[src/rtl/mcdc_pkg.sv]
// Shared constants, code table, queue entry type and lookup functions for the Morse codec.
package mcdc_pkg;

  localparam int MAX_SYMBOLS = 5;
  localparam int LEN_W       = $clog2(MAX_SYMBOLS + 1);
  localparam int CODE_W      = 5;
  localparam int CLEN_W      = 3;
  localparam int NCODES      = 36;
  localparam int QDEPTH      = 4;
  localparam int QPTR_W      = $clog2(QDEPTH);
  localparam int STEP_W      = 3;

  localparam logic [7:0] DOT_CH  = 8'h2B;
  localparam logic [7:0] DASH_CH = 8'h3D;
  localparam logic [7:0] BAR_CH  = 8'h7C;
  localparam logic [7:0] SPC_CH  = 8'h20;
  localparam logic [7:0] NL_CH   = 8'h0A;
  localparam logic [7:0] CASE_OFS = 8'h20;

  localparam logic [7:0] CODE_CH [NCODES] = '{
    8'h41, 8'h42, 8'h43, 8'h44, 8'h45, 8'h46, 8'h47, 8'h48, 8'h49,
    8'h4A, 8'h4B, 8'h4C, 8'h4D, 8'h4E, 8'h4F, 8'h50, 8'h51, 8'h52,
    8'h53, 8'h54, 8'h55, 8'h56, 8'h57, 8'h58, 8'h59, 8'h5A,
    8'h30, 8'h31, 8'h32, 8'h33, 8'h34, 8'h35, 8'h36, 8'h37, 8'h38, 8'h39
  };

  localparam logic [CLEN_W-1:0] CODE_LEN [NCODES] = '{
    3'd2, 3'd4, 3'd4, 3'd3, 3'd1, 3'd4, 3'd3, 3'd4, 3'd2,
    3'd4, 3'd3, 3'd4, 3'd2, 3'd2, 3'd3, 3'd4, 3'd4, 3'd3,
    3'd3, 3'd1, 3'd3, 3'd4, 3'd3, 3'd4, 3'd4, 3'd4,
    3'd5, 3'd5, 3'd5, 3'd5, 3'd5, 3'd5, 3'd5, 3'd5, 3'd5, 3'd5
  };

  localparam logic [CODE_W-1:0] CODE_BITS [NCODES] = '{
    5'd1, 5'd8, 5'd10, 5'd4, 5'd0, 5'd2, 5'd6, 5'd0, 5'd0,
    5'd7, 5'd5, 5'd4, 5'd3, 5'd2, 5'd7, 5'd6, 5'd13, 5'd2,
    5'd0, 5'd1, 5'd1, 5'd1, 5'd3, 5'd9, 5'd11, 5'd12,
    5'd31, 5'd15, 5'd7, 5'd3, 5'd1, 5'd0, 5'd16, 5'd24, 5'd28, 5'd30
  };

  // One queue entry: the results of one item, emitted in field order.
  typedef struct packed {
    logic              pre_sp;
    logic [CLEN_W-1:0] sym_len;
    logic [CODE_W-1:0] sym_bits;
    logic              chr_vld;
    logic [7:0]        chr;
    logic              err;
    logic              post_sp;
  } desc_t;

  typedef struct packed {
    logic              hit;
    logic [CLEN_W-1:0] len;
    logic [CODE_W-1:0] bits;
  } enc_t;

  typedef struct packed {
    logic       hit;
    logic [7:0] chr;
  } dec_t;

  function automatic enc_t enc_lookup(input logic [7:0] ch);
    enc_t r;
    r = '0;
    for (int i = 0; i < NCODES; i++) begin
      if (CODE_CH[i] == ch) begin
        r.hit  = 1'b1;
        r.len  = CODE_LEN[i];
        r.bits = CODE_BITS[i];
      end
    end
    return r;
  endfunction

  function automatic dec_t dec_lookup(input logic [LEN_W-1:0] len,
                                      input logic [MAX_SYMBOLS-1:0] bits);
    dec_t r;
    r = '0;
    for (int i = 0; i < NCODES; i++) begin
      if (LEN_W'(CODE_LEN[i]) == len && MAX_SYMBOLS'(CODE_BITS[i]) == bits) begin
        r.hit = 1'b1;
        r.chr = CODE_CH[i];
      end
    end
    return r;
  endfunction

endpackage

[src/rtl/mcdc_front.sv]
// Front end: accepts stream bytes, tracks token and spacing state, queues result descriptors.
module mcdc_front import mcdc_pkg::*; (
  input  logic       clk,
  input  logic       rst_n,
  input  logic       mode,
  input  logic       acc,
  input  logic [7:0] in_byte,
  input  logic       in_end_of_input,
  output logic       q_push,
  output desc_t      q_wdata
);

  logic                   first_r, first_nxt;
  logic [MAX_SYMBOLS-1:0] tok_bits_r, tok_bits_nxt;
  logic [LEN_W-1:0]       tok_len_r, tok_len_nxt;
  logic                   tok_long_r, tok_long_nxt;
  logic                   halted_r, halted_nxt;

  logic       enq;
  desc_t      desc;
  logic [7:0] ub;
  enc_t       enc;
  dec_t       dec;
  logic       is_sym;
  logic       closing;
  logic       bar;

  always_comb begin
    ub = in_byte;
    if (in_byte inside {[8'h61:8'h7A]}) ub = in_byte - CASE_OFS;
    enc     = enc_lookup(ub);
    dec     = dec_lookup(tok_len_r, tok_bits_r);
    is_sym  = !in_end_of_input && (in_byte == DOT_CH || in_byte == DASH_CH);
    closing = (tok_len_r != '0) || tok_long_r;
    bar     = !in_end_of_input && (in_byte == BAR_CH);

    enq          = 1'b0;
    desc         = '0;
    first_nxt    = first_r;
    tok_bits_nxt = tok_bits_r;
    tok_len_nxt  = tok_len_r;
    tok_long_nxt = tok_long_r;
    halted_nxt   = halted_r;

    if (!halted_r) begin
      if (!mode) begin
        if (!in_end_of_input) begin
          if (in_byte == SPC_CH) begin
            desc.chr_vld = 1'b1;
            desc.chr     = BAR_CH;
            enq          = 1'b1;
            first_nxt    = 1'b1;
          end else if (in_byte != NL_CH && enc.hit) begin
            desc.pre_sp   = !first_r;
            desc.sym_len  = enc.len;
            desc.sym_bits = enc.bits;
            enq           = 1'b1;
            first_nxt     = 1'b0;
          end
        end
      end else if (is_sym) begin
        if (tok_len_r >= LEN_W'(MAX_SYMBOLS)) begin
          tok_long_nxt = 1'b1;
        end else begin
          tok_bits_nxt = {tok_bits_r[MAX_SYMBOLS-2:0], in_byte == DASH_CH};
          tok_len_nxt  = tok_len_r + 1'b1;
        end
      end else begin
        tok_bits_nxt = '0;
        tok_len_nxt  = '0;
        tok_long_nxt = 1'b0;
        if (closing && (tok_long_r || !dec.hit)) begin
          desc.err   = 1'b1;
          enq        = 1'b1;
          halted_nxt = 1'b1;
        end else begin
          desc.chr_vld = closing;
          desc.chr     = dec.chr;
          desc.post_sp = bar;
          enq          = closing || bar;
        end
      end
    end
  end

  assign q_push  = acc && enq;
  assign q_wdata = desc;

  always_ff @(posedge clk) begin
    if (!rst_n) begin
      first_r    <= 1'b1;
      tok_bits_r <= '0;
      tok_len_r  <= '0;
      tok_long_r <= 1'b0;
      halted_r   <= 1'b0;
    end else if (acc) begin
      first_r    <= first_nxt;
      tok_bits_r <= tok_bits_nxt;
      tok_len_r  <= tok_len_nxt;
      tok_long_r <= tok_long_nxt;
      halted_r   <= halted_nxt;
    end
  end

endmodule

[src/rtl/mcdc_queue.sv]
// Short descriptor queue between front and back ends.
module mcdc_queue import mcdc_pkg::*; (
  input  logic  clk,
  input  logic  rst_n,
  input  logic  push,
  input  desc_t wdata,
  output logic  full,
  input  logic  pop,
  output desc_t rdata,
  output logic  empty
);

  desc_t             mem_r [QDEPTH];
  logic [QPTR_W-1:0] wr_ptr_r;
  logic [QPTR_W-1:0] rd_ptr_r;
  logic [QPTR_W:0]   cnt_r;

  assign full  = (cnt_r == (QPTR_W+1)'(QDEPTH));
  assign empty = (cnt_r == '0);
  assign rdata = mem_r[rd_ptr_r];

  always_ff @(posedge clk) begin
    if (push) mem_r[wr_ptr_r] <= wdata;
  end

  always_ff @(posedge clk) begin
    if (!rst_n) begin
      wr_ptr_r <= '0;
      rd_ptr_r <= '0;
      cnt_r    <= '0;
    end else begin
      if (push) wr_ptr_r <= wr_ptr_r + 1'b1;
      if (pop)  rd_ptr_r <= rd_ptr_r + 1'b1;
      case ({push, pop})
        2'b10:   cnt_r <= cnt_r + 1'b1;
        2'b01:   cnt_r <= cnt_r - 1'b1;
        default: cnt_r <= cnt_r;
      endcase
    end
  end

endmodule

[src/rtl/mcdc_back.sv]
// Back end: expands the head descriptor into result bytes in the output register, one per cycle while not stalled.
module mcdc_back import mcdc_pkg::*; (
  input  logic       clk,
  input  logic       rst_n,
  input  logic       q_empty,
  input  desc_t      q_head,
  output logic       q_pop,
  input  logic       out_pop,
  output logic       out_empty,
  output logic [7:0] out_byte,
  output logic       out_error,
  output logic       out_last
);

  logic [STEP_W-1:0] step_r, step_nxt;
  logic              vld_r;
  logic [7:0]        byte_r;
  logic              err_r;
  logic              last_r;

  logic              load;
  logic [STEP_W-1:0] n_elems;
  logic [STEP_W-1:0] rel;
  logic [STEP_W-1:0] tail;
  logic [STEP_W-1:0] sym_idx;
  logic              el_last;
  logic [7:0]        el_byte;
  logic              el_err;

  always_comb begin
    n_elems = STEP_W'(q_head.pre_sp) + STEP_W'(q_head.sym_len) + STEP_W'(q_head.chr_vld)
            + STEP_W'(q_head.err) + STEP_W'(q_head.post_sp);
    rel     = step_r - STEP_W'(q_head.pre_sp);
    tail    = rel - STEP_W'(q_head.sym_len);
    sym_idx = STEP_W'(q_head.sym_len) - rel - 1'b1;
    el_last = (step_r == n_elems - 1'b1);
    el_err  = 1'b0;
    el_byte = SPC_CH;
    if (q_head.pre_sp && step_r == '0) begin
      el_byte = SPC_CH;
    end else if (rel < STEP_W'(q_head.sym_len)) begin
      el_byte = q_head.sym_bits[sym_idx] ? DASH_CH : DOT_CH;
    end else if (tail == '0 && q_head.chr_vld) begin
      el_byte = q_head.chr;
    end else if (tail == '0 && q_head.err) begin
      el_byte = '0;
      el_err  = 1'b1;
    end
    load     = !q_empty && (!vld_r || out_pop);
    step_nxt = el_last ? '0 : step_r + 1'b1;
  end

  assign q_pop     = load && el_last;
  assign out_empty = !vld_r;
  assign out_byte  = byte_r;
  assign out_error = err_r;
  assign out_last  = last_r;

  always_ff @(posedge clk) begin
    if (!rst_n) begin
      step_r <= '0;
      vld_r  <= 1'b0;
    end else begin
      if (load) begin
        step_r <= step_nxt;
        vld_r  <= 1'b1;
      end else if (out_pop) begin
        vld_r  <= 1'b0;
      end
    end
  end

  always_ff @(posedge clk) begin
    if (load) begin
      byte_r <= el_byte;
      err_r  <= el_err;
      last_r <= el_last;
    end
  end

endmodule

[src/rtl/morse_stream_codec.sv]
// Top level of the Morse stream codec: mode register, front end, descriptor queue, back end.
//
//  channel  | ports                                        | transaction when
//  ---------+----------------------------------------------+------------------------
//  input    | in_push, full, in_byte, in_end_of_input      | in_push & !full
//  result   | pop, empty, out_byte, out_error, out_last    | pop & !empty
//  config   | cfg_wr_en, cfg_wr_data (mode)                | cfg_wr_en
//
// The front end takes one input transaction per cycle while the 4-entry queue has room.
// The back end emits one result per cycle while results are popped; an encoded character
// yields up to six results (leading space plus five symbols), a decoded token one or two,
// so the back end sets the sustained rate; empty falls after the queue and output register.
// Synchronous active-low reset clears mode, token state, queue and output valid flag.
// A stalled result side fills the queue and then raises full; an error halts until reset.
module morse_stream_codec import mcdc_pkg::*; (
  input  logic       clk,
  input  logic       rst_n,
  input  logic       cfg_wr_en,
  input  logic       cfg_wr_data,
  input  logic       in_push,
  output logic       full,
  input  logic [7:0] in_byte,
  input  logic       in_end_of_input,
  output logic       empty,
  input  logic       pop,
  output logic [7:0] out_byte,
  output logic       out_error,
  output logic       out_last
);

  logic  mode_r;
  logic  acc;
  logic  q_push;
  logic  q_pop;
  logic  q_full;
  logic  q_empty;
  desc_t q_wdata;
  desc_t q_head;

  always_ff @(posedge clk) begin
    if (!rst_n) begin
      mode_r <= 1'b0;
    end else if (cfg_wr_en) begin
      mode_r <= cfg_wr_data;
    end
  end

  assign full = q_full;
  assign acc  = in_push && !q_full;

  mcdc_front u_front (
    .clk             (clk),
    .rst_n           (rst_n),
    .mode            (mode_r),
    .acc             (acc),
    .in_byte         (in_byte),
    .in_end_of_input (in_end_of_input),
    .q_push          (q_push),
    .q_wdata         (q_wdata)
  );

  mcdc_queue u_queue (
    .clk   (clk),
    .rst_n (rst_n),
    .push  (q_push),
    .wdata (q_wdata),
    .full  (q_full),
    .pop   (q_pop),
    .rdata (q_head),
    .empty (q_empty)
  );

  mcdc_back u_back (
    .clk       (clk),
    .rst_n     (rst_n),
    .q_empty   (q_empty),
    .q_head    (q_head),
    .q_pop     (q_pop),
    .out_pop   (pop),
    .out_empty (empty),
    .out_byte  (out_byte),
    .out_error (out_error),
    .out_last  (out_last)
  );

  a_no_push_when_full: assert property (@(posedge clk) disable iff (!rst_n)
    q_full |-> !q_push) else $error("queue written while full");

  a_pop_gives_last: assert property (@(posedge clk) disable iff (!rst_n)
    q_pop |=> (!empty && out_last)) else $error("descriptor retired without last result");

  a_error_shape: assert property (@(posedge clk) disable iff (!rst_n)
    (!empty && out_error) |-> (out_last && out_byte == 8'h00))
    else $error("error result malformed");

  a_pop_needs_entry: assert property (@(posedge clk) disable iff (!rst_n)
    q_pop |-> !q_empty) else $error("queue read while empty");

endmodule

[config.mk]
export PLATFORM = sky130hd
export DESIGN_NAME = morse_stream_codec
export DESIGN_NICKNAME = d
export VERILOG_FILES = /design/src/rtl/mcdc_pkg.sv /design/src/rtl/mcdc_front.sv /design/src/rtl/mcdc_queue.sv /design/src/rtl/mcdc_back.sv /design/src/rtl/morse_stream_codec.sv
export SDC_FILE = /design/constraint.sdc
export NUM_CORES = 1
export LEC_CHECK = 0
export BUFFER_PORTS_ARGS = -buffer_cell sky130_fd_sc_hd__buf_2
export CORE_ASPECT_RATIO = 1.5
export CORE_MARGIN = 4
export CORE_UTILIZATION = 30
export CTS_BUF_LIST = sky130_fd_sc_hd__clkbuf_8
export DETAILED_ROUTE_END_ITERATION = 10
export MAX_ROUTING_LAYER = met4
export PLACE_DENSITY = 0.48
export SYNTH_ARGS = -nofsm -noshare
export SYNTH_HDL_FRONTEND = slang
export SYNTH_HIERARCHICAL = 1
export SYNTH_SLANG_ARGS = --single-unit
[constraint.sdc]
create_clock -name clk -period 13.9 [get_ports clk]
set_clock_uncertainty 0.1 [all_clocks]
set_input_delay 4.17 -clock clk [delete_from_list [all_inputs] [get_ports clk]]
set_output_delay 4.17 -clock clk [all_outputs]
set_load 0.1 [all_outputs]
After elaboration in Yosys (flattened, before gate mapping)
Memory sizes are Yosys's and may differ from the RTL's. A register that Yosys moved wholly into a read port is not among the register bits.
Cells that the tools add are included.
Widths: inputs -> output; s select.
{"block": "classes", "order_cmp": 5, "n_eq_ne": 71, "bitwise_logic": 3, "n_mux": 118, "div": 0, "multipliers": 0, "shift": 0, "reduce_logical": 71, "addsub": 16}
{"cell": "$mux 9", "n": 78}
{"cell": "$eq 7x8->1 const A", "n": 26}
{"cell": "$eq 6x8->1 const A", "n": 10}
{"cell": "$logic_and 1x1->1", "n": 48}
{"cell": "$eq 4x5->1 const A", "n": 7}
{"cell": "$eq 5x5->1 const A", "n": 5}
{"cell": "$eq 8x6->1 const B", "n": 3}
{"cell": "$mux 8", "n": 3}
{"cell": "$mux 1", "n": 22}
{"cell": "$eq 3x5->1 const A", "n": 4}
{"cell": "$mux 20", "n": 1}
{"cell": "$mux 18", "n": 1}
{"cell": "$mux 5", "n": 3}
{"cell": "$mux 11", "n": 1}
{"cell": "$eq 2x5->1 const A", "n": 2}
{"cell": "$add 3x1->3", "n": 3}
{"cell": "$add 3x1->3 const B", "n": 3}
{"cell": "$logic_not 3->1", "n": 3}
{"cell": "$mux 3", "n": 3}
{"cell": "$sub 3x1->3 const B", "n": 3}
{"cell": "$eq 8x7->1 const B", "n": 1}
{"cell": "$ge 8x7->1 const B", "n": 1}
{"cell": "$le 8x7->1 const B", "n": 1}
{"cell": "$ne 8x4->1 const B", "n": 1}
{"cell": "other kinds (30)", "n": 51}
{"block": "totals", "ff_bits": 33, "ramBits": 80, "rom_bits": 0, "mem_count": 1, "latch_bits": 0}
{"name": "u_queue.mem_r", "words": 4, "word_bits": 20, "rd": 1, "rd_clocked_by_memory_dff": 1, "wr": 1, "line": "mcdc_queue.sv:13", "source": "desc_t mem_r [QDEPTH];"}

Logic depth before layout (Yosys ltp)
Gate-level depths: netlist (run 1).
{"block": "logic_depth", "depth_word": 49, "mapped_depth": 18, "ltp_nobuf": 17}

Hierarchy
Netlist (run 1), hierarchy kept.
{"mod": "mcdc_queue", "instances": 1, "cells_per_inst": 150, "area_each_um2": 3335.7}
{"mod": "mcdc_front", "instances": 1, "cells_per_inst": 347, "area_each_um2": 2233.4}
{"mod": "mcdc_back", "instances": 1, "cells_per_inst": 91, "area_each_um2": 1028.5}
{"mod": "morse_stream_codec", "instances": 1, "cells_per_inst": 4, "area_each_um2": 42.5}

Least setup slack after synthesis (run 1)
Ideal clock, no wire load.
{"block": "synth_timing", "kind": "input -> register", "from": "input port in_byte[6]", "to": "register u_queue.cnt_r[2]", "path_stages": 15, "path_buffers": 1, "t_arrival_ps": 6898, "slack_ps": 6832, "path_cell_list": "clkbuf_2 inv_1 ha_1 a41oi_1 or4b_1 a211o_1 a21oi_1 a31o_2 inv_1 ha_1 inv_1 fa_1 xor2_1 or3_1 a21boi_1"}
{"block": "synth_via", "elab_chain_cells": 49, "word_cells_on_any_way": 99}
{"element": "start: declaration", "line": "morse_stream_codec.sv:22", "source": "input logic [7:0] in_byte,"}
{"element": "$ge 8x7->1 / $le 8x7->1 (equally long branches)", "line": "mcdc_front.sv:30", "source": "if (in_byte inside {[8'h61:8'h7A]}) ub = in_byte - CASE_OFS;"}
{"element": "$logic_and 1x1->1", "line": "mcdc_front.sv:30"}
{"element": "$mux 8", "line": "mcdc_front.sv:30"}
{"element": "$eq 7x8->1", "line": "mcdc_pkg.sv:67", "source": "if (CODE_CH[i] == ch) begin"}
{"element": "$mux 9 (36 in series)", "line": "mcdc_pkg.sv:67"}
{"element": "$logic_and 1x1->1", "line": "mcdc_front.sv:53", "source": "end else if (in_byte != NL_CH && enc.hit) begin"}
{"element": "$mux 1", "line": "mcdc_front.sv:53"}
{"element": "$mux 1", "line": "mcdc_front.sv:48", "source": "if (in_byte == SPC_CH) begin"}
{"element": "$mux 1", "line": "mcdc_front.sv:47", "source": "if (!in_end_of_input) begin"}
{"element": "$mux 1 (*)", "line": "mcdc_front.sv:46", "source": "if (!mode) begin"}
{"element": "$mux 1 (*)", "line": "mcdc_front.sv:45", "source": "if (!halted_r) begin"}
{"element": "$logic_and 1x1->1 (*)", "line": "mcdc_front.sv:86", "source": "assign q_push = acc && enq;"}
{"element": "named net q_push", "line": "morse_stream_codec.sv:33", "source": "logic q_push;"}
{"element": "$eq 2x1->1 / $eq 2x2->1 (equally long branches)", "line": "mcdc_queue.sv:34", "source": "case ({push, pop})"}
{"element": "$pmux 3 s2 / $reduce_bool 2->1 (equally long branches)"}
{"element": "end signal: assignment", "line": "mcdc_queue.sv:35", "source": "2'b10: cnt_r <= cnt_r + 1'b1;"}
{"element": "end signal: assignment", "line": "mcdc_queue.sv:36", "source": "2'b01: cnt_r <= cnt_r - 1'b1;"}
{"element": "end signal: assignment", "line": "mcdc_queue.sv:37", "source": "default: cnt_r <= cnt_r;"}
{"element": "end: declaration", "line": "mcdc_queue.sv:16", "source": "logic [QPTR_W:0] cnt_r;"}
Mark *: on every way through the listed nets, which the timed path passes. The rest lies on a longest branch.
A chain may end at the register's enable or synchronous reset.

Final worst setup path (run 1)
{"block": "layout_timing", "from": "input port in_byte[6]", "to": "memory u_queue/mem_r[1][19] (netlist name), enable pin"}
{"block": "layout_via", "elab_chain_cells": 49, "word_cells_on_any_way": 97}
{"element": "$ge 8x7->1 / $le 8x7->1 (equally long branches)", "line": "mcdc_front.sv:30"}
{"element": "$logic_and 1x1->1", "line": "mcdc_front.sv:30"}
{"element": "$mux 8", "line": "mcdc_front.sv:30"}
{"element": "$eq 7x8->1", "line": "mcdc_pkg.sv:67"}
{"element": "$mux 9 (36 in series)", "line": "mcdc_pkg.sv:67"}
{"element": "$logic_and 1x1->1", "line": "mcdc_front.sv:53"}
{"element": "$mux 1", "line": "mcdc_front.sv:53"}
{"element": "$mux 1", "line": "mcdc_front.sv:48"}
{"element": "$mux 1", "line": "mcdc_front.sv:47"}
{"element": "$mux 1 (*)", "line": "mcdc_front.sv:46"}
{"element": "$mux 1 (*)", "line": "mcdc_front.sv:45"}
{"element": "$logic_and 1x1->1 (*)", "line": "mcdc_front.sv:86"}
{"element": "named net q_push", "line": "morse_stream_codec.sv:33"}
{"element": "$mux 1 (*)", "line": "mcdc_queue.sv:23", "source": "if (push) mem_r[wr_ptr_r] <= wdata;"}
{"element": "$mux 1 (implied by the code) (*)", "line": "mcdc_queue.sv:23"}
{"element": "end: declaration", "line": "mcdc_queue.sv:13"}
Marks and branches as above.

==> reports/qor.csv, run 1 <==
stage,metric,value,unit
pwr,Max IR drop VDD,0.0000520,V
yosys,syn_nets,633,
yosys,Synth Instances,592,
yosys,Synth warnings,6,
finish,layout cell share with drive strength beyond 1,0.156,
finish,Layout Utilization,0.341,
route,First DRT Iteration DRCs,208,
yosys,post-synthesis simple-gate area fraction,0.182,
yosys,main combinational cell family by area after synthesis,simple AND/OR/NAND/NOR gates,
finish,"commonest non-fill, non-tap cell in the layout",edfxtp_1,
setup_path,Setup crit end kind,flop,
sta,crit share post-route,0.514,
setup_path,flop-to-flop setup slack,8.66,ns
global_routing,number of global-route vias before repair,4951,
yosys,post-synthesis cell type count,82,
setup_path,"Req. time, crit path",13.83,ns
die,Die Ht,190,um
finish,Final nets,651,
yosys,Async SR Flop Fraction,0,
finish,most frequent cells in the layout,"edfxtp_1, nand2_1, nor2_1",
global_routing,grt total ovfl,0,
die,die area,24600,um2
clock_tree,Setup Buffers After CTS,0,
outcome,status,"complete, no violations",
pwr,sw power,169,uW
clock_tree,total CTS buffers,17,
yosys,Main synth FF type,edfxtp_1,
die,Core ar.,21700,um2
route,final wirelength,15.9,mm
pwr,leakage power,0.00254,uW
setup_path,reg2reg end,u_queue/cnt_r[2],
yosys,fraction of the mapped netlist area in adder cells,0.0535,
finish,Area Overhead vs Synth,11.5,%
job,Max Cap Violations,0,
clock_tree,maximum buffer depth of the clock tree,2,
sta,min Tclk post-route,7.15,ns
setup_path,crit path capture,u_queue/mem_r[1][19],
pwr,combinational share of power,0.084,
global_routing,largest net degree at the start of global routing,32,
sta,post-route setup slack,6.75,ns
yosys,Avg Inst Size Synth,11.2,um2
setup_path,CP startpoint,in_byte[6],
sta,measured slew at the worst slew-check pin,1.05,ns
yosys,synthesized flop and latch total,115,
die,starting density of the core,0.306,
setup_path,Startpoint Class,input pin,
setup_path,Setup CP Type,in2reg,
sta,Final Hold Viols,0,
sta,slew margin rel.,0.282,
placement,post-place setup slack,6.30,ns
route,WL/cell,17.7,um
finish,diode count,0,
route,DRC,0,
clock_tree,clock-pin slew on the worst setup and hold paths,0.06,ns
sta,fmax,140,MHz
route,via count,4771,
clock_tree,clock root buffer,clkbuf_8,
yosys,number of flops mapped to enable cells by yosys,90,
die,Die Wd,129,um
sta,final slew viol count,0,
sta,setup tns final,0,ns
placement,GP Congestion,0.844,
yosys,proportion of synthesized area in mux cells,0.0818,
pwr,Net Sw Frac,0.226,
pwr,clock share of power,0.419,
route,ANT nets after route,0,
global_routing,first-pass GRT wire length,25.7,mm
yosys,Compound-Gate Fraction of Synth Area,0.133,
pwr,sequential fraction of design power,0.497,
sta,final hold slack,0.411,ns
setup_path,peak fanout along the critical path,20,
clock_tree,Clock Sinks,115,
clock_tree,Clock Latency Late Sink,0.42,ns
yosys,mapped cell area,6640,um2
yosys,xor and xnor fraction of the mapped netlist area,0.0247,
pwr,Pwr Density,101,nW/um2
route,via-per-instance ratio,5.33,
min_path,worst min path class,reg2reg,
clock_tree,H-tree levels,4,
global_routing,gr usage total,0.137,
route,drt first pass iters,6,
setup_path,Critical Path AT,7.08,ns
setup_path,worst reg-to-reg path cell count,18,
die,IO Count,27,
placement,Port Buffer Count,26,
clock_tree,CTS Hold Bufs,0,
clock_tree,CTS tree,built,
yosys,register area share after synthesis,0.482,
sta,RSZ-0062 raised after global routing,false,
die,Site Rows,66,
clock_tree,post-cts sizing count,0,
pwr,Cell Int Power,581,uW
global_routing,initial antenna violation count,0,
placement,hpwl dp,11.5,mm
sta,Final setup violation count,0,
## sequential cells by signal, indices dropped and copies added, names as in the netlist, 2 cells and up, named ones only
| name | count |
|---|---|
| u_front/tok_len_r | 3 |
| u_back/out_byte | 8 |
| u_front/tok_bits_r | 5 |
| u_queue/wr_ptr_r | 2 |
| u_queue/cnt_r | 3 |
| u_back/step_r | 3 |
| u_queue/mem_r | 80 |
| u_queue/rd_ptr_r | 2 |
## worst min-delay path by stage
stage | to | slack (ns) | cells past startpoint | from
after global placement | u_queue/cnt_r[2] | 0.39 | 2 | u_queue/cnt_r[2]
after global routing | u_front/halted_r | 0.45 | 2 | u_front/halted_r
after detailed placement | u_queue/cnt_r[2] | 0.40 | 2 | u_queue/cnt_r[2]
final | u_queue/cnt_r[2] | 0.41 | 2 | u_queue/cnt_r[2]
after CTS | u_queue/cnt_r[2] | 0.41 | 2 | u_queue/cnt_r[2]
after floorplan | u_queue/cnt_r[2] | 0.37 | 2 | u_queue/cnt_r[2]
## power groups by stage
stage          logic (uW)  clock network, uW  registers [uW]
2_1_floorplan        41.4                  0             385
3_3_place_gp         61.4                  0             380
3_5_place_dp         63.0                  0             381
4_1_cts              63.3                325             373
5_1_grt              69.3                345             373
6_report             63.3                314             373
## cells in the mapped netlist, types with 5 or more instances
master     n  share of area
buf_1      5         0.0028
nor3_1    17          0.013
nor2b_1   20          0.019
a22oi_1    8         0.0090
clkbuf_1  13         0.0073
a41o_1     5         0.0075
a31oi_1    7         0.0066
a21oi_1   27          0.020
nand4_1    5         0.0047
xnor2_1    5         0.0066
mux4_2    21          0.071
inv_1     35          0.020
nor2_1    38          0.021
or3_1      5         0.0047
mux2i_1    7          0.011
a211o_1    6         0.0079
o211ai_1   5         0.0057
buf_2      9         0.0068
ha_1      22          0.041
nand3b_1   7         0.0079
nand2_1   39          0.022
dfxtp_1   25          0.075
nand2b_1  13          0.012
nand3_1   12         0.0090
and2_1    16          0.015
and3_1     9         0.0085
xor2_1     6         0.0079
edfxtp_1  90           0.41
o21ai_0   29          0.022
## through the flow
stage	instance area [um2]	instances	total power, uW
after CTS	7400	895	761
after floorplan	6640	592	427
final	7400	895	751
after detailed placement	6990	863	444
after global placement	6990	863	442
after global routing	7400	895	787
## cells by family (layout without fill, tap and decap cells)
group	Yosys count	count (layout)
other cells	1	1
mux	28	28
simple gates	212	212
xor+xnor	14	14
fa+ha+maj	26	26
buf+inv	66	97
flops	115	115
compound gates	130	130
## critical path, stage by stage
cell	delay, ns
buf_2	0.16
inv_1	0.10
ha_1	0.33
a41oi_1	0.19
or4b_1	0.56
a211o_1	0.31
a21oi_1	0.18
a31o_2	0.21
and2_1	0.86
## final cells by class
type	instances	area [um2]
inverters	35	131
clock inverters	12	136
clock buffers	20	275
fillers	2144	14300
multi-input cells	411	3160
flip-flops and latches	115	3200
repair buffers	30	160
well taps	272	340
## layer usage
layer  vias to the layer above  routed length, um  track usage
met5                         -                  0            -
met4                         0                396       0.0480
met3                        25                470       0.0305
met2                       109               8670        0.243
met1                      2371               6340        0.150
li1                       2266                  -            -
(Power assumes the default switching activity.)
==> run 2, diff against run 1 <==
--- a/config.mk
+++ b/config.mk
@@ -12,7 +12,7 @@
 export CTS_BUF_LIST = sky130_fd_sc_hd__clkbuf_8
 export DETAILED_ROUTE_END_ITERATION = 10
 export MAX_ROUTING_LAYER = met4
-export PLACE_DENSITY = 0.48
+export PLACE_DENSITY = 0.49
 export SYNTH_ARGS = -nofsm -noshare
 export SYNTH_HDL_FRONTEND = slang
 export SYNTH_HIERARCHICAL = 1
==> constraint.sdc (replaced) <==
create_clock -name clk -period 6.2 [get_ports clk]
set_clock_uncertainty 0.1 [all_clocks]
set_input_delay 1.86 -clock clk [delete_from_list [all_inputs] [get_ports clk]]
set_output_delay 1.86 -clock clk [all_outputs]
set_load 0.1 [all_outputs]
==> run 2 against run 1 <==
  * Register-to-register slack got worse by 7.5 ns
  * Global-route usage grew 0.22 points
  * Design area rose by 1.4%
  * Via count fell by 0.25%
  * First-iteration DRC count up 34%
  * Sequential power rose by 120%
  * Sequential share of layout area shrank 0.61 points
  * Wire length is 1.8% higher
  * Hold slack got worse by 0.0086 ns
  * Non-clock buffer count increased by 6
  * Critical path depth is 10 higher
  * Largest cell class unchanged
  * Largest power group unchanged
  * Highest routed layer unchanged
==> reports/qor.csv, run 2 (same netlist as run 1, synthesis figures left out) <==
stage,metric,value,unit,change
global_routing,gr usage total,0.139,,+0.00215
setup_path,Setup crit end kind,flop,,
clock_tree,post-cts sizing count,0,,unchanged
clock_tree,maximum buffer depth of the clock tree,2,,unchanged
setup_path,"Req. time, crit path",6.45,ns,-7.38 ns
min_path,worst min path class,reg2reg,,
setup_path,Startpoint Class,flop,,
clock_tree,Clock Latency Late Sink,0.42,ns,about the same
sta,measured slew at the worst slew-check pin,1.09,ns,+0.0371 ns
route,ANT nets after route,0,,unchanged
die,Core ar.,21700,um2,unchanged
route,drt first pass iters,4,,-2
sta,min Tclk post-route,5.01,ns,
finish,"commonest non-fill, non-tap cell in the layout",edfxtp_1,,
placement,Port Buffer Count,26,,unchanged
placement,hpwl dp,11.8,mm,+2.3%
route,final wirelength,16.2,mm,+1.8%
pwr,total power,1770,uW,+140%
clock_tree,CTS tree,built,,
setup_path,Crit-path slowest cell,dfxtp_1,,
finish,Biggest register,u_queue/mem_r,,
outcome,status,"complete, no violations",,
global_routing,first-pass GRT wire length,25.8,mm,+0.59%
clock_tree,total CTS buffers,17,,unchanged
route,WL/cell,17.9,um,+1.1%
placement,GP Congestion,0.875,,+3.7%
sta,final slew viol count,0,,unchanged
clock_tree,Setup Buffers After CTS,0,,unchanged
setup_path,Critical Path AT,5.26,ns,-1.82 ns
sta,setup tns final,0,ns,unchanged
die,Die Ht,190,um,unchanged
sta,slew margin rel.,0.273,,-0.00933
clock_tree,Clock Sinks,115,,unchanged
min_path,Worst Hold Launch,u_queue/cnt_r[2],,
finish,most frequent cells in the layout,"edfxtp_1, nand2_1, nor2_1",,
sta,RSZ-0062 raised after global routing,false,,
finish,diode count,0,,unchanged
route,via count,4759,,-0.25%
global_routing,largest net degree at the start of global routing,32,,unchanged
finish,Area Overhead vs Synth,13.1,%,
clock_tree,clock-pin slew on the worst setup and hold paths,0.07,ns,about the same
global_routing,initial antenna violation count,0,,unchanged
setup_path,Setup CP Type,reg2reg,,
global_routing,grt total ovfl,0,,unchanged
die,die area,24600,um2,unchanged
sta,Final Hold Viols,0,,unchanged
setup_path,cell mode on critical path,inv_1,,
die,Site Rows,66,,unchanged
job,Max Cap Violations,0,,unchanged
pwr,Max IR drop VDD,0.000109,V,+110%
route,DRC,0,,unchanged
route,First DRT Iteration DRCs,279,,+34%
setup_path,CP Cell Sequence,"buf_12, mux4_2, inv_1, ha_1, fa_1, inv_1, ha_1, inv_1, fa_1, xor2_4, xnor2_2, nor4_4, buf_4, ha_1, inv_1, fa_1, xor2_1, or3_1, a21boi_1",,
finish,max reg flops,80,,unchanged
pwr,leakage power,0.00260,uW,+2.3%
setup_path,CP bufs+invs,6,,+4
clock_tree,clock root buffer,clkbuf_8,,
die,Die Wd,129,um,unchanged
clock_tree,H-tree levels,4,,unchanged
global_routing,number of global-route vias before repair,4872,,-1.6%
setup_path,crit-path leading delay family,adder cells,,
die,starting density of the core,0.306,,unchanged
sta,crit share post-route,0.809,,
setup_path,peak fanout along the critical path,14,,-30%
sta,fmax,199,MHz,
die,IO Count,27,,unchanged
sta,Final setup violation count,0,,unchanged
finish,Filler Cell Count,2170,,+1.2%
finish,Final nets,657,,+0.92%
finish,layout cell share with drive strength beyond 1,0.161,,+0.00487
pwr,Pwr Density,235,nW/um2,+130%
route,via-per-instance ratio,5.28,,-0.92%
setup_path,CP peak stage delay,0.66,ns,-0.20 ns
clock_tree,CTS Hold Bufs,0,,unchanged
==> run 2: changes by cell type in the layout (fill, tap and decap cells not counted) <==
cell        previous run  this run
buf_12                 0         1
clkinv_1               0         1
inv_1                 36        37
clkinvlp_4             1         0
clkinv_2               7         3
clkinv_4               0         1
bufinv_16              3         5
buf_4                  4         9
==> run 2: area by class of cell <==
| type | instances | area (um2) | share of cell area |
|---|---|---|---|
| Multi-Input combinational cell | 411 | 3160 | 0.420 |
| Tap cell | 272 | 340 | 0.0453 |
| Inverter | 35 | 131 | 0.0175 |
| Clock buffer | 20 | 275 | 0.0366 |
| Timing Repair Buffer | 36 | 218 | 0.0290 |
| Sequential cell | 115 | 3200 | 0.426 |
| Clock inverter | 12 | 185 | 0.0247 |
==> run 2: stage by stage <==
stage | cells | hold WS, ns | instance area [um2] | worst slack, ns | util
floorplan | 592 | 0.366 | 6640 | 1.44 | -
global placement | 869 | 0.383 | 7050 | 0.996 | 0.325
detailed placement | 869 | 0.399 | 7050 | 0.955 | 0.325
CTS | 901 | 0.409 | 7510 | 1.11 | 0.346
global route | 901 | 0.449 | 7510 | 0.879 | 0.346
finish | 901 | 0.403 | 7510 | 1.19 | 0.346
==> run 2: tightest hold or removal path, stage by stage, from the launching register on <==
cell and delay (ns):
dfxtp_1 0.33, o21ai_0 0.07, a21boi_1 0.06
==> run 2: path summary, 6_finish.rpt <==
check / to / slack (ns) / cells past startpoint
setup / recovery: u_queue/cnt_r[2] / 1.19 / 19
hold / removal: u_queue/cnt_r[2] / 0.40 / 2
setup reg to reg: u_queue/cnt_r[2] / 1.19 / 19
hold reg to reg: u_queue/cnt_r[2] / 0.40 / 2
==> run 2: routing by layer <==
| layer | track usage | up-vias | part of all wire |
|---|---|---|---|
| met4 | 0.0580 | 0 | 0.029 |
| met1 | 0.148 | 2361 | 0.40 |
| met2 | 0.252 | 91 | 0.54 |
| met3 | 0.0238 | 27 | 0.030 |
| li1 | - | 2280 | - |
| met5 | - | - | 0 |
==> run 2: where the power goes <==
group / internal [uW] / switching, uW / leakage, uW / total (uW)
clock network: 505 / 284 / 0.000243 / 789
logic: 47.6 / 93.7 / 0.00140 / 141
registers: 833 / 4.09 / 0.000950 / 837
total: 1390 / 382 / 0.00260 / 1770
